[src/rtl/sem_pkg.sv]
// Shared types and constants for the sphere edge midpoint cache.
// Used by the interfaces, the normalizer, the datapath, the controller and the top level.
`default_nettype none

package sem_pkg;

  localparam int MAX_VERTICES_DEF = 4096;
  localparam int CACHE_DEPTH_DEF  = 8192;
  localparam int MAX_PROBES_DEF   = 8;

  localparam int IDX_W  = 12;  // vertex index field
  localparam int CRD_W  = 16;  // Q2.14 coordinate
  localparam int SUM_W  = 17;  // sum of two coordinates
  localparam int KIND_W = 2;
  localparam int ST_W   = 3;
  localparam int KEY_W  = 2 * IDX_W;
  localparam int VTX_W  = 3 * CRD_W;

  localparam logic [31:0] HASH_MUL = 32'h9E37_79B1;
  localparam int HASH_LO = 8;              // low product bits dropped
  localparam int HV_W    = 32 - HASH_LO;   // bits fed to the slot reduction

  typedef enum logic [KIND_W-1:0] {
    K_CLR = 2'd0,
    K_ADD = 2'd1,
    K_MID = 2'd2,
    K_BAD = 2'd3
  } kind_t;

  typedef enum logic [ST_W-1:0] {
    ST_NEW    = 3'd0,
    ST_HIT    = 3'd1,
    ST_FULL   = 3'd2,
    ST_BADIDX = 3'd3,
    ST_ZERO   = 3'd4
  } status_t;

  typedef enum logic [1:0] {
    RA_A   = 2'd0,
    RA_B   = 2'd1,
    RA_HIT = 2'd2
  } rd_sel_t;

  typedef enum logic [1:0] {
    RS_ERR = 2'd0,
    RS_NEW = 2'd1,
    RS_HIT = 2'd2
  } res_sel_t;

  typedef struct packed {
    logic     load_in;
    logic     cnt_clear;
    logic     clr_wr;
    logic     hash_mul;
    logic     hash_step;
    logic     probe_next;
    logic     cache_rd;
    logic     hit_cap;
    logic     rd_en;
    rd_sel_t  rd_sel;
    logic     cap_a;
    logic     norm_start;
    logic     norm_sum;
    logic     append;
    logic     cache_wr;
    logic     res_load;
    res_sel_t res_sel;
    status_t  res_status;
  } sem_cmd_t;

  typedef struct packed {
    kind_t kind;
    logic  full;
    logic  idx_bad;
    logic  clr_last;
    logic  mod_last;
    logic  c_valid;
    logic  c_keyeq;
    logic  probe_last;
    logic  norm_done;
    logic  norm_zero;
  } sem_sts_t;

endpackage

`default_nettype wire

[src/rtl/sem_ctrl.sv]
// Controller state machine: sequences clear sweeps, hash, probes, store reads and scaling.
// Depends on sem_pkg; talks to sem_dp only through sem_cmd_t and sem_sts_t.
`default_nettype none

module sem_ctrl (
  input  wire                 clk,
  input  wire                 rst_n,
  input  wire                 in_valid,
  output logic                in_ready,
  output logic                out_valid,
  input  wire                 out_ready,
  input  sem_pkg::sem_sts_t   sts,
  output sem_pkg::sem_cmd_t   cmd
);

  typedef enum logic [13:0] {
    S_CLR  = 14'b00000000000001,
    S_IDLE = 14'b00000000000010,
    S_DISP = 14'b00000000000100,
    S_MUL  = 14'b00000000001000,
    S_MOD  = 14'b00000000010000,
    S_PRD  = 14'b00000000100000,
    S_PCHK = 14'b00000001000000,
    S_HRD  = 14'b00000010000000,
    S_HCAP = 14'b00000100000000,
    S_VRA  = 14'b00001000000000,
    S_VRB  = 14'b00010000000000,
    S_VSUM = 14'b00100000000000,
    S_NORM = 14'b01000000000000,
    S_OUT  = 14'b10000000000000
  } st_t;

  st_t  st_r, st_nxt;
  logic clr_req_r, clr_req_nxt;

  always_comb begin
    st_nxt      = st_r;
    clr_req_nxt = clr_req_r;
    cmd         = '0;
    case (st_r)
      S_CLR: begin
        cmd.clr_wr = 1'b1;
        if (sts.clr_last) begin
          if (clr_req_r) begin
            cmd.res_load   = 1'b1;
            cmd.res_sel    = sem_pkg::RS_ERR;
            cmd.res_status = sem_pkg::ST_NEW;
            clr_req_nxt    = 1'b0;
            st_nxt         = S_OUT;
          end else begin
            st_nxt = S_IDLE;
          end
        end
      end
      S_IDLE: begin
        if (in_valid) begin
          cmd.load_in = 1'b1;
          st_nxt      = S_DISP;
        end
      end
      S_DISP: begin
        case (sts.kind)
          sem_pkg::K_CLR: begin
            cmd.cnt_clear = 1'b1;
            clr_req_nxt   = 1'b1;
            st_nxt        = S_CLR;
          end
          sem_pkg::K_ADD: begin
            if (sts.full) begin
              cmd.res_load   = 1'b1;
              cmd.res_sel    = sem_pkg::RS_ERR;
              cmd.res_status = sem_pkg::ST_FULL;
              st_nxt         = S_OUT;
            end else begin
              cmd.norm_start = 1'b1;
              st_nxt         = S_NORM;
            end
          end
          sem_pkg::K_MID: begin
            if (sts.idx_bad) begin
              cmd.res_load   = 1'b1;
              cmd.res_sel    = sem_pkg::RS_ERR;
              cmd.res_status = sem_pkg::ST_BADIDX;
              st_nxt         = S_OUT;
            end else begin
              st_nxt = S_MUL;
            end
          end
          default: begin
            cmd.res_load   = 1'b1;
            cmd.res_sel    = sem_pkg::RS_ERR;
            cmd.res_status = sem_pkg::ST_BADIDX;
            st_nxt         = S_OUT;
          end
        endcase
      end
      S_MUL: begin
        cmd.hash_mul = 1'b1;
        st_nxt       = S_MOD;
      end
      S_MOD: begin
        cmd.hash_step = 1'b1;
        if (sts.mod_last) begin
          st_nxt = S_PRD;
        end
      end
      S_PRD: begin
        cmd.cache_rd = 1'b1;
        st_nxt       = S_PCHK;
      end
      S_PCHK: begin
        if (!sts.c_valid) begin
          // free slot ends the search: it takes the new entry
          if (sts.full) begin
            cmd.res_load   = 1'b1;
            cmd.res_sel    = sem_pkg::RS_ERR;
            cmd.res_status = sem_pkg::ST_FULL;
            st_nxt         = S_OUT;
          end else begin
            st_nxt = S_VRA;
          end
        end else if (sts.c_keyeq) begin
          cmd.hit_cap = 1'b1;
          st_nxt      = S_HRD;
        end else if (sts.probe_last) begin
          cmd.res_load   = 1'b1;
          cmd.res_sel    = sem_pkg::RS_ERR;
          cmd.res_status = sem_pkg::ST_FULL;
          st_nxt         = S_OUT;
        end else begin
          cmd.probe_next = 1'b1;
          st_nxt         = S_PRD;
        end
      end
      S_HRD: begin
        cmd.rd_en  = 1'b1;
        cmd.rd_sel = sem_pkg::RA_HIT;
        st_nxt     = S_HCAP;
      end
      S_HCAP: begin
        cmd.res_load = 1'b1;
        cmd.res_sel  = sem_pkg::RS_HIT;
        st_nxt       = S_OUT;
      end
      S_VRA: begin
        cmd.rd_en  = 1'b1;
        cmd.rd_sel = sem_pkg::RA_A;
        st_nxt     = S_VRB;
      end
      S_VRB: begin
        cmd.cap_a  = 1'b1;
        cmd.rd_en  = 1'b1;
        cmd.rd_sel = sem_pkg::RA_B;
        st_nxt     = S_VSUM;
      end
      S_VSUM: begin
        cmd.norm_start = 1'b1;
        cmd.norm_sum   = 1'b1;
        st_nxt         = S_NORM;
      end
      S_NORM: begin
        if (sts.norm_done) begin
          cmd.res_load = 1'b1;
          if (sts.norm_zero) begin
            cmd.res_sel    = sem_pkg::RS_ERR;
            cmd.res_status = sem_pkg::ST_ZERO;
          end else begin
            cmd.res_sel  = sem_pkg::RS_NEW;
            cmd.append   = 1'b1;
            cmd.cache_wr = sts.kind == sem_pkg::K_MID;
          end
          st_nxt = S_OUT;
        end
      end
      S_OUT: begin
        if (out_ready) begin
          st_nxt = S_IDLE;
        end
      end
      default: st_nxt = S_IDLE;
    endcase
  end

  always_ff @(posedge clk) begin
    if (!rst_n) begin
      st_r      <= S_CLR;
      clr_req_r <= 1'b0;
    end else begin
      st_r      <= st_nxt;
      clr_req_r <= clr_req_nxt;
    end
  end

  assign in_ready  = st_r == S_IDLE;
  assign out_valid = st_r == S_OUT;

`ifndef SYNTHESIS
  a_one_at_a_time: assert property (@(posedge clk) disable iff (!rst_n)
    (in_valid && in_ready) |=> !in_ready)
    else $error("second request taken while one is in flight");
  a_norm_owner: assert property (@(posedge clk) disable iff (!rst_n)
    sts.norm_done |-> (st_r == S_NORM))
    else $error("scaler finished outside its wait state");
  a_insert_appends: assert property (@(posedge clk) disable iff (!rst_n)
    cmd.cache_wr |-> (cmd.append && !cmd.clr_wr))
    else $error("cache insert without matching vertex append");
`endif

endmodule

`default_nettype wire

[config.mk]
export PLATFORM = sky130hd
export DESIGN_NAME = sem_ctrl
export DESIGN_NICKNAME = d
export VERILOG_FILES = /design/src/rtl/sem_pkg.sv /design/src/rtl/sem_ctrl.sv
export SDC_FILE = /design/constraint.sdc
export NUM_CORES = 1
export LEC_CHECK = 0
export ABC_CLOCK_PERIOD_IN_PS = 2300
export BUFFER_PORTS_ARGS = -buffer_cell sky130_fd_sc_hd__buf_4
export CAP_MARGIN = 15
export CORE_ASPECT_RATIO = 1.1
export CORE_MARGIN = 8
export CORE_UTILIZATION = 50
export DETAILED_ROUTE_END_ITERATION = 8
export GPL_ROUTABILITY_DRIVEN = 1
export PLACE_DENSITY = 0.79
export SLEW_MARGIN = 20
export SYNTH_ARGS = -nofsm -noshare
export SYNTH_HDL_FRONTEND = slang
export SYNTH_SLANG_ARGS = --single-unit
[constraint.sdc]
create_clock -name clk -period 2.3 [get_ports clk]
set_input_delay 0.115 -clock clk [delete_from_list [all_inputs] [get_ports clk]]
set_output_delay 0.115 -clock clk [all_outputs]
set_load 0.02 [all_outputs]
==> results of run 1 <==
layer usage:
layer | share of wire [%] | wire length, um | global-route usage [%]
met2 | 51 | 1830 | 29.1
met5 | 0 | 0 | 0
met3 | 6.2 | 220 | 4.87
met1 | 40 | 1410 | 17.3
met4 | 2.7 | 95 | 7.87
power groups by stage:
stage / Sequential (mW) / Combinational, mW / Clock (mW)
final: 0.280 / 0.190 / 0.159
after global routing: 0.281 / 0.208 / 0.171
after CTS: 0.280 / 0.171 / 0.161
after detailed placement: 0.288 / 0.163 / 0
after global placement: 0.287 / 0.160 / 0
after floorplan: 0.274 / 0.122 / 0
path summary, 6_finish.rpt:
kind | start | slack (ps) | endpoint | cells after the start
setup / recovery | st_r[1] | -10 | cmd[6] | 6
hold / removal | sts[7] | 100 | st_r[3] | 4
setup reg to reg | st_r[8] | 330 | st_r[1] | 6
hold reg to reg | st_r[9] | 610 | st_r[10] | 1
registers in the layout, indices dropped and copies added, names as in the netlist:
| name | count |
|---|---|
| clr_req_r | 1 |
| st_r | 14 |
worst max-delay path: cells and delay by family, from the launching register on:
family / cells / cell delay, ps
AND/OR/NAND/NOR: 5 / 1370
flip-flops: 1 / 380
buffers and inverters: 1 / 150
final cells by class:
type | instances | area (um2) | share of cell area (%)
multi-input cells | 109 | 800 | 51.8
inverters | 7 | 26.3 | 1.70
flip-flops and latches | 15 | 312 | 20.2
repair buffers | 45 | 342 | 22.1
clock inverters | 1 | 5.00 | 0.324
clock buffers | 3 | 22.5 | 1.46
well taps | 30 | 37.5 | 2.43
repair_timing:
action                     in CTS  in global routing
setup endpoints to repair       2                  5
buffers inserted                1                  3
resized for setup               4                 11
cloned                          0                  0
hold buffers                    0                  0
pin swaps                       1                  3
cells in the mapped netlist, types with 2 or more instances:
| library cell | count | share of area [%] |
|---|---|---|
| sky130_fd_sc_hd__nand2_1 | 6 | 1.9 |
| sky130_fd_sc_hd__nand4_1 | 6 | 3.2 |
| sky130_fd_sc_hd__buf_6 | 3 | 2.9 |
| sky130_fd_sc_hd__nor3_1 | 4 | 1.7 |
| sky130_fd_sc_hd__nor3b_1 | 6 | 3.8 |
| sky130_fd_sc_hd__nor2_1 | 12 | 3.8 |
| sky130_fd_sc_hd__nand3_1 | 3 | 1.3 |
| sky130_fd_sc_hd__or4_4 | 2 | 1.9 |
| sky130_fd_sc_hd__nor2b_1 | 2 | 1.1 |
| sky130_fd_sc_hd__o21a_1 | 2 | 1.3 |
| sky130_fd_sc_hd__and3_1 | 7 | 3.7 |
| sky130_fd_sc_hd__inv_1 | 7 | 2.2 |
| sky130_fd_sc_hd__o21ai_0 | 9 | 3.8 |
| sky130_fd_sc_hd__xor2_1 | 3 | 2.2 |
| sky130_fd_sc_hd__nand2b_1 | 2 | 1.1 |
| sky130_fd_sc_hd__nor4b_1 | 6 | 4.5 |
| sky130_fd_sc_hd__a211oi_1 | 2 | 1.3 |
| sky130_fd_sc_hd__nor4_1 | 7 | 3.7 |
| sky130_fd_sc_hd__nor4_2 | 2 | 2.1 |
| sky130_fd_sc_hd__dfxtp_1 | 15 | 26 |
| sky130_fd_sc_hd__buf_4 | 5 | 3.2 |
per-stage QoR:
stage	cells	setup WS [ps]	setup TNS (ps)	hold WS (ps)	util, %
floorplan	141	142	0	243	-
global placement	202	296	0	409	64.5
detailed placement	202	278	0	411	64.5
CTS	207	-4.51	-4.51	91.1	66.4
global route	210	-75.3	-216	105	69.2
finish	210	-12.3	-12.3	95.8	69.2
cell families after synthesis:
group           after synthesis  share of synthesized area (%)
compound gates               27                           17.8
flops                        15                           25.6
buf+inv                      17                           9.51
simple gates                 77                           43.1
mux                           1                          0.961
xor+xnor                      4                           2.99
==> tab_implementation.tex, run 1 <==
\begin{tabular}{lr}
\hline
Metric & Value \\
\hline
\multicolumn{2}{l}{\textbf{Run status}} \\
Run status & finished, violations left \\
Violated checks & setup timing \\
\multicolumn{2}{l}{\textbf{Floorplanning}} \\
Die ar. & 4150 um2 \\
DIE WIDTH & 62.1 um \\
Row Count & 18 \\
Y dimension of the die & 66.8 um \\
Core area & 2230 um2 \\
Ports & 39 \\
Initial Utilization & 52.5\% \\
\multicolumn{2}{l}{\textbf{Logic synthesis}} \\
Number of enable flip-flop cells after synthesis & 0 \\
Post-synthesis area per instance & 8.31 um2 \\
Share of the yosys chip area belonging to registers & 25.6\% \\
Seq cells post-synth & 15 \\
Warning count from the yosys run & 0 \\
Post-synth net total & 156 \\
Ys flop type & sky130\_fd\_sc\_hd\_\_dfxtp\_1 \\
Syn Inst Count & 141 \\
Cell area after synthesis & 1170 um2 \\
Fraction of synthesis flops using an asynchronous set or reset pin & 0\% \\
Post-synthesis cell type count & 51 \\
\multicolumn{2}{l}{\textbf{Setup path}} \\
Type of origin of the critical path & flip-flop \\
Kind of critical path & reg -> out \\
Signal arrival time at the worst endpoint & 2200 ps \\
Chain of cells forming the critical path & or4\_4 -> nor2\_2 -> nand2\_2 -> nor4\_4 -> and3\_1 -> buf\_4 \\
Data required time of the worst path & 2180 ps \\
Type of element capturing the critical path & output port \\
Slowest Stage Delay on Critical Path & 550 ps \\
Peak fanout along the critical path & 9 \\
Cell with the largest stage delay on the worst path & sky130\_fd\_sc\_hd\_\_or4\_4 \\
\multicolumn{2}{l}{\textbf{STA}} \\
Final count of negative-setup-slack endpoints & 1 \\
Clock skew & 1.69 ps \\
Peak Freq & 432 MHz \\
Number of max-slew violations in the final report & 0 \\
Crit path setup slack, layout & -12.3 ps \\
RSZ-0062 raised after global routing & true \\
Worst-margin pin slew & 517 ps \\
Period minus WS final & 2310 ps \\
Worst rel slew slack & 65.0\% \\
Tcrit/Tclk final & 101\% \\
Hold violation total from the final report & 0 \\
\multicolumn{2}{l}{\textbf{Run}} \\
Max-capacitance violation count & 0 \\
\multicolumn{2}{l}{\textbf{Power and ir drop}} \\
Maximum ir drop on the vdd rail & 0.492 mV \\
Total power draw & 0.630 mW \\
Clock group share of total power & 25.3\% \\
Share of total power in sequential cells & 44.5\% \\
Pwr Density & 408 nW/um2 \\
Switching pwr & 0.206 mW \\
Switching part of the total & 32.8\% \\
Part of the power in combinational logic & 30.2\% \\
Internal Pwr Total & 0.423 mW \\
Standby leakage power & 0.699 nW \\
\multicolumn{2}{l}{\textbf{Route}} \\
Routed Wire Length & 3.56 mm \\
Average detailed-routed wire length per instance & 17.0 um \\
Number of detailed-routing iterations run before antenna repair & 4 \\
Starting DRT DRC Count & 62 \\
Via count & 1,269 \\
Final ANT Viol Nets & 0 \\
Routed via count divided by cell count & 6.04 \\
Remaining design rule violation count & 0 \\
\multicolumn{2}{l}{\textbf{Placement}} \\
Routability Congestion & 0.824 \\
Post-Place Cell Area & 1440 um2 \\
Number of input and output port buffers inserted & 38 \\
HPWL after DPL & 2.70 mm \\
\multicolumn{2}{l}{\textbf{Finish}} \\
Area added between synthesis and finish & 31.8\% \\
Post-Layout Inst Area & 1540 um2 \\
Number of antenna cells inserted & 0 \\
Commonest non-fill, non-tap cell in the layout & sky130\_fd\_sc\_hd\_\_buf\_4 \\
Final layout net count & 196 \\
Highest-count cells in the layout ignoring fill and taps & sky130\_fd\_sc\_hd\_\_buf\_4 (44), sky130\_fd\_sc\_hd\_\_nor2\_1 (11), sky130\_fd\_sc\_hd\_\_dfxtp\_1 (10), sky130\_fd\_sc\_hd\_\_o21ai\_0 (9) \\
Fraction of layout cells with a size suffix above 1 & 42.8\% \\
FILL cells & 185 \\
\multicolumn{2}{l}{\textbf{Clocking}} \\
Max H-tree Level & 1 \\
CTS Buf Count & 3 \\
Clock Latency Late Sink & 300 ps \\
Clock transition at the registers of the reported paths & 90 ps \\
Clock Root Buffer & sky130\_fd\_sc\_hd\_\_clkbuf\_4 \\
Clock Path Buffers & 2 \\
\# clock sinks & 15 \\
CTS tree & built \\
\multicolumn{2}{l}{\textbf{Worst hold path}} \\
Type of the worst min-delay path & in -> reg \\
\multicolumn{2}{l}{\textbf{Global routing}} \\
Global route overflow & 0 \\
Global-route wire length before repair & 5.51 mm \\
GR Util All Layers & 16.3\% \\
Largest net degree at the start of global routing & 16 \\
Via count of the first global-routing pass & 1,205 \\
Number of antenna violations at the first check in global routing & 0 \\
\hline
\end{tabular}
(Power assumes the default switching activity.)
==> run 2: changes to the inputs <==
==> config.mk (replaced) <==
export PLATFORM = sky130hd
export DESIGN_NAME = sem_ctrl
export DESIGN_NICKNAME = d
export VERILOG_FILES = /design/src/rtl/sem_pkg.sv /design/src/rtl/sem_ctrl.sv
export SDC_FILE = /design/constraint.sdc
export NUM_CORES = 1
export LEC_CHECK = 0
export ABC_CLOCK_PERIOD_IN_PS = 2050
export CAP_MARGIN = 15
export CORE_ASPECT_RATIO = 1.1
export CORE_MARGIN = 8
export CORE_UTILIZATION = 53
export DETAILED_ROUTE_END_ITERATION = 8
export DONT_BUFFER_PORTS = 1
export GPL_ROUTABILITY_DRIVEN = 1
export PLACE_DENSITY = 0.71
export SETUP_SLACK_MARGIN = 0.5
export SLEW_MARGIN = 20
export SYNTH_ARGS = -nofsm -noshare
export SYNTH_HDL_FRONTEND = slang
export SYNTH_SLANG_ARGS = --single-unit
==> constraint.sdc (replaced) <==
create_clock -name clk -period 2.05 [get_ports clk]
set_input_delay 0.1025 -clock clk [delete_from_list [all_inputs] [get_ports clk]]
set_output_delay 0.1025 -clock clk [all_outputs]
set_load 0.02 [all_outputs]
==> run 2 against run 1 <==
The flow now stops in global routing (5_1_grt); area after synthesis stayed put; synthesized cell count stayed put.
==> tab_implementation.tex, run 2 <==
\begin{tabular}{lr}
\hline
Metric & Value \\
\hline
\multicolumn{2}{l}{\textbf{Placement}} \\
Number of input and output port buffers inserted & 0 \\
HPWL after DPL & 2.80 mm \\
Routability Congestion & 0.874 \\
Post-Place Cell Area & 1540 um2 \\
Worst setup slack after placement & 103 ps \\
\multicolumn{2}{l}{\textbf{Logic synthesis}} \\
Fraction of synthesis flops using an asynchronous set or reset pin & 0\% \\
Most instantiated library cell after synthesis & sky130\_fd\_sc\_hd\_\_dfxtp\_1 \\
Largest area contributor in the synthesized netlist & sky130\_fd\_sc\_hd\_\_dfxtp\_1 \\
Share of the yosys chip area belonging to registers & 25.6\% \\
Syn Inst Count & 141 \\
Seq cells post-synth & 15 \\
Biggest area contributors in the synthesized netlist & sky130\_fd\_sc\_hd\_\_dfxtp\_1 (26\%), sky130\_fd\_sc\_hd\_\_nor4b\_1 (4.5\%), sky130\_fd\_sc\_hd\_\_o21ai\_0 (3.8\%) \\
Share of Yosys cell area claimed by the top area cell type & 25.6\% \\
Cell area after synthesis & 1170 um2 \\
Post-synthesis area per instance & 8.31 um2 \\
Number of enable flip-flop cells after synthesis & 0 \\
Warning count from the yosys run & 0 \\
Most used standard cells in the synthesized netlist & sky130\_fd\_sc\_hd\_\_dfxtp\_1 (15), sky130\_fd\_sc\_hd\_\_nor2\_1 (12), sky130\_fd\_sc\_hd\_\_o21ai\_0 (9) \\
Post-synthesis cell type count & 51 \\
Ys flop type & sky130\_fd\_sc\_hd\_\_dfxtp\_1 \\
Post-synth net total & 156 \\
\multicolumn{2}{l}{\textbf{Floorplanning}} \\
DIE WIDTH & 60.8 um \\
Ports & 39 \\
Y dimension of the die & 65.3 um \\
Row Count & 18 \\
Initial Utilization & 54.2\% \\
\multicolumn{2}{l}{\textbf{Clocking}} \\
CTS Buf Count & 3 \\
\# clock sinks & 15 \\
Max H-tree Level & 1 \\
Clock Root Buffer & sky130\_fd\_sc\_hd\_\_clkbuf\_4 \\
Clock Path Buffers & 2 \\
\multicolumn{2}{l}{\textbf{STA}} \\
Pin type at the end of the worst path & top-level output \\
Worst setup endpoint GRT & cmd[5] \\
\multicolumn{2}{l}{\textbf{Run status}} \\
Run status & aborted with a tool error \\
Last flow stage reached & global routing (5\_1\_grt) \\
Stop Error & [ERROR DPL-0038] Utilization greater than 100\%, impossible to legalize \\
\multicolumn{2}{l}{\textbf{Global routing}} \\
Largest net degree at the start of global routing & 15 \\
\hline
\end{tabular}
[run 2: cell counts after synthesis]
No cell type changed its count.
[run 2: cell families after synthesis]
logic type      share of synthesized area, %
compound gates                          17.8
simple gates                            43.1
buf+inv                                 9.51
flops                                   25.6
xor+xnor                                2.99
mux                                    0.961
[run 2: per-stage QoR]
step / instances / TNS [ps] / hold slack, ps / utilization [%]
after CTS: 225 / -291 / 11.6 / 94.4
after global placement: 194 / 0 / 213 / 71.4
after floorplan: 141 / 0 / 231 / -
after detailed placement: 194 / 0 / 224 / 71.4
[run 2: repair_timing]
action / in CTS
pin swaps: 19
hold endpoints to repair: 12
hold buffers: 3
gates resized for setup: 72
gates cloned: 0
setup endpoints to repair: 38
buffers inserted: 24
==> run 3: changes to the inputs <==
==> config.mk (replaced) <==
export PLATFORM = sky130hd
export DESIGN_NAME = sem_ctrl
export DESIGN_NICKNAME = d
export VERILOG_FILES = /design/src/rtl/sem_pkg.sv /design/src/rtl/sem_ctrl.sv
export SDC_FILE = /design/constraint.sdc
export NUM_CORES = 1
export LEC_CHECK = 0
export ABC_CLOCK_PERIOD_IN_PS = 2700
export CAP_MARGIN = 15
export CORE_AREA = 8 8 69 71
export DETAILED_ROUTE_END_ITERATION = 8
export DIE_AREA = 0 0 77 79
export DONT_BUFFER_PORTS = 1
export GPL_ROUTABILITY_DRIVEN = 1
export PLACE_DENSITY_LB_ADDON = 0.15
export SLEW_MARGIN = 20
export SYNTH_ARGS = -nofsm -noshare
export SYNTH_HDL_FRONTEND = slang
export SYNTH_SLANG_ARGS = --single-unit
==> constraint.sdc (replaced) <==
create_clock -name clk -period 2.7 [get_ports clk]
set_input_delay 0.135 -clock clk [delete_from_list [all_inputs] [get_ports clk]]
set_output_delay 0.135 -clock clk [all_outputs]
set_load 0.02 [all_outputs]
==> run 3 against run 2 <==
The flow now finishes without violations.
==> tab_implementation.tex, run 3 (synthesized netlist as in run 1, its figures left out) <==
\begin{tabular}{lr}
\hline
Metric & Value \\
\hline
\multicolumn{2}{l}{\textbf{Run status}} \\
Run status & finished clean \\
\multicolumn{2}{l}{\textbf{Finish}} \\
Commonest non-fill, non-tap cell in the layout & sky130\_fd\_sc\_hd\_\_dfxtp\_1 \\
Highest-count cells in the layout ignoring fill and taps & sky130\_fd\_sc\_hd\_\_dfxtp\_1 (15), sky130\_fd\_sc\_hd\_\_buf\_4 (14), sky130\_fd\_sc\_hd\_\_nor2\_1 (12), sky130\_fd\_sc\_hd\_\_o21ai\_0 (9) \\
Final non-filler cell total & 201 \\
Top Registers & st\_r: 14 flops, clr\_req\_r: 1 flops \\
Area added between synthesis and finish & 12.7\% \\
Number of flip-flops in the largest register & 14 \\
Fraction of layout cells with a size suffix above 1 & 22.5\% \\
Final layout net count & 167 \\
Number of antenna cells inserted & 0 \\
Register containing the most flip-flops in the final layout & st\_r \\
Utilization after layout & 34.7\% \\
Post-Layout Inst Area & 1320 um2 \\
FILL cells & 439 \\
\multicolumn{2}{l}{\textbf{Route}} \\
Routed metal-1 wirelength & 1.56 mm \\
Routed via count divided by cell count & 5.50 \\
Highest routed metal layer & met4 \\
Number of detailed-routing iterations run before antenna repair & 4 \\
Via count & 1,105 \\
Final ANT Viol Nets & 0 \\
Routed Wire Length & 3.56 mm \\
Average detailed-routed wire length per instance & 17.7 um \\
Remaining design rule violation count & 0 \\
Starting DRT DRC Count & 45 \\
Metal2 WL & 1.69 mm \\
Detailed-routed wire length on met3 & 265 um \\
\multicolumn{2}{l}{\textbf{Run}} \\
Max-capacitance violation count & 0 \\
\multicolumn{2}{l}{\textbf{Worst hold path}} \\
Type of the worst min-delay path & in -> reg \\
\multicolumn{2}{l}{\textbf{Clocking}} \\
Setup fix buffers added after clock tree synthesis & 0 \\
CTS tree & built \\
Max H-tree Level & 1 \\
CTS Buf Count & 3 \\
Clock Root Buffer & sky130\_fd\_sc\_hd\_\_clkbuf\_8 \\
Clock transition at the registers of the reported paths & 70 ps \\
\# clock sinks & 15 \\
Clock Path Buffers & 2 \\
\# resized after CTS & 0 \\
Clock Latency Late Sink & 260 ps \\
\multicolumn{2}{l}{\textbf{Floorplanning}} \\
Core area & 3800 um2 \\
Die ar. & 6080 um2 \\
Row Count & 23 \\
DIE WIDTH & 77 um \\
Initial Utilization & 30.8\% \\
Y dimension of the die & 79 um \\
Ports & 39 \\
\multicolumn{2}{l}{\textbf{Placement}} \\
Worst setup slack after placement & 595 ps \\
Placed insts & 195 \\
Routability Congestion & 0.840 \\
Number of input and output port buffers inserted & 0 \\
HPWL after DPL & 2.79 mm \\
Post-Place Cell Area & 1250 um2 \\
\multicolumn{2}{l}{\textbf{STA}} \\
Worst rel slew slack & 59.3\% \\
Tcrit/Tclk final & 88.8\% \\
Crit path setup slack, layout & 301 ps \\
Number of max-slew violations in the final report & 0 \\
Peak Freq & 417 MHz \\
Final count of negative-setup-slack endpoints & 0 \\
Total negative slack & 0 ps \\
Period minus WS final & 2400 ps \\
Worst hold slack after final layout & 3.15 ps \\
Hold violation total from the final report & 0 \\
Worst-margin pin slew & 602 ps \\
RSZ-0062 raised after global routing & false \\
Clock skew & 1.97 ps \\
\multicolumn{2}{l}{\textbf{Setup path}} \\
Type of origin of the critical path & flip-flop \\
Kind of critical path & reg -> out \\
Signal arrival time at the worst endpoint & 2260 ps \\
Data required time of the worst path & 2570 ps \\
Peak fanout along the critical path & 9 \\
Type of element capturing the critical path & output port \\
\multicolumn{2}{l}{\textbf{Global routing}} \\
Global-route wire length before repair & 5.50 mm \\
Via count of the first global-routing pass & 1,081 \\
Global route overflow & 0 \\
Largest net degree at the start of global routing & 14 \\
GR Util All Layers & 11.3\% \\
Number of antenna violations at the first check in global routing & 0 \\
\multicolumn{2}{l}{\textbf{Power and ir drop}} \\
Maximum ir drop on the vdd rail & 0.155 mV \\
Standby leakage power & 0.553 nW \\
Pwr Density & 413 nW/um2 \\
Total power draw & 0.545 mW \\
\hline
\end{tabular}
## run 3: power breakdown
part | switching, mW | internal [mW]
Sequential | 0.0144 | 0.227
Combinational | 0.0627 | 0.0462
Clock | 0.0921 | 0.103
Total | 0.169 | 0.376
## run 3: worst max-delay path, stage by stage (launching register included)
cell and delay [ps]:
sky130_fd_sc_hd__dfxtp_1 390, sky130_fd_sc_hd__or4_4 590, sky130_fd_sc_hd__nor2_1 170, sky130_fd_sc_hd__nand2_1 130, sky130_fd_sc_hd__nor4_1 380, sky130_fd_sc_hd__and3_1 350
## run 3: what timing repair did
item / CTS / global route
endpoints found under the hold margin: 3 / 1
hold buffers: 1 / 1
setup endpoints to repair: 0 / 0
## run 3: metal layers
| metal | vias to the layer above | GRT usage (%) |
|---|---|---|
| met2 | 28 | 18.5 |
| li1 | 552 | - |
| met1 | 519 | 13.3 |
| met5 | - | 0 |
| met3 | 6 | 4.06 |
| met4 | 0 | 4.53 |
## run 3: final timing paths
kind / startpoint / end / slack [ps] / cells after the start
setup / recovery: st_r[0] / cmd[6] / 300 / 5
hold / removal: sts[10] / st_r[3] / 3 / 2
setup reg to reg: st_r[0] / st_r[13] / 650 / 5
hold reg to reg: st_r[12] / st_r[12] / 600 / 2
## run 3: final cells by class
type	count	area, um2	share of cell area [%]
Timing Repair Buffer	16	125	9.48
Clock buffer	3	41.3	3.13
Inverter	7	26.3	1.99
Sequential cell	15	300	22.7
Tap cell	50	62.6	4.74
Multi-Input combinational cell	109	759	57.5
Clock inverter	1	5.00	0.379
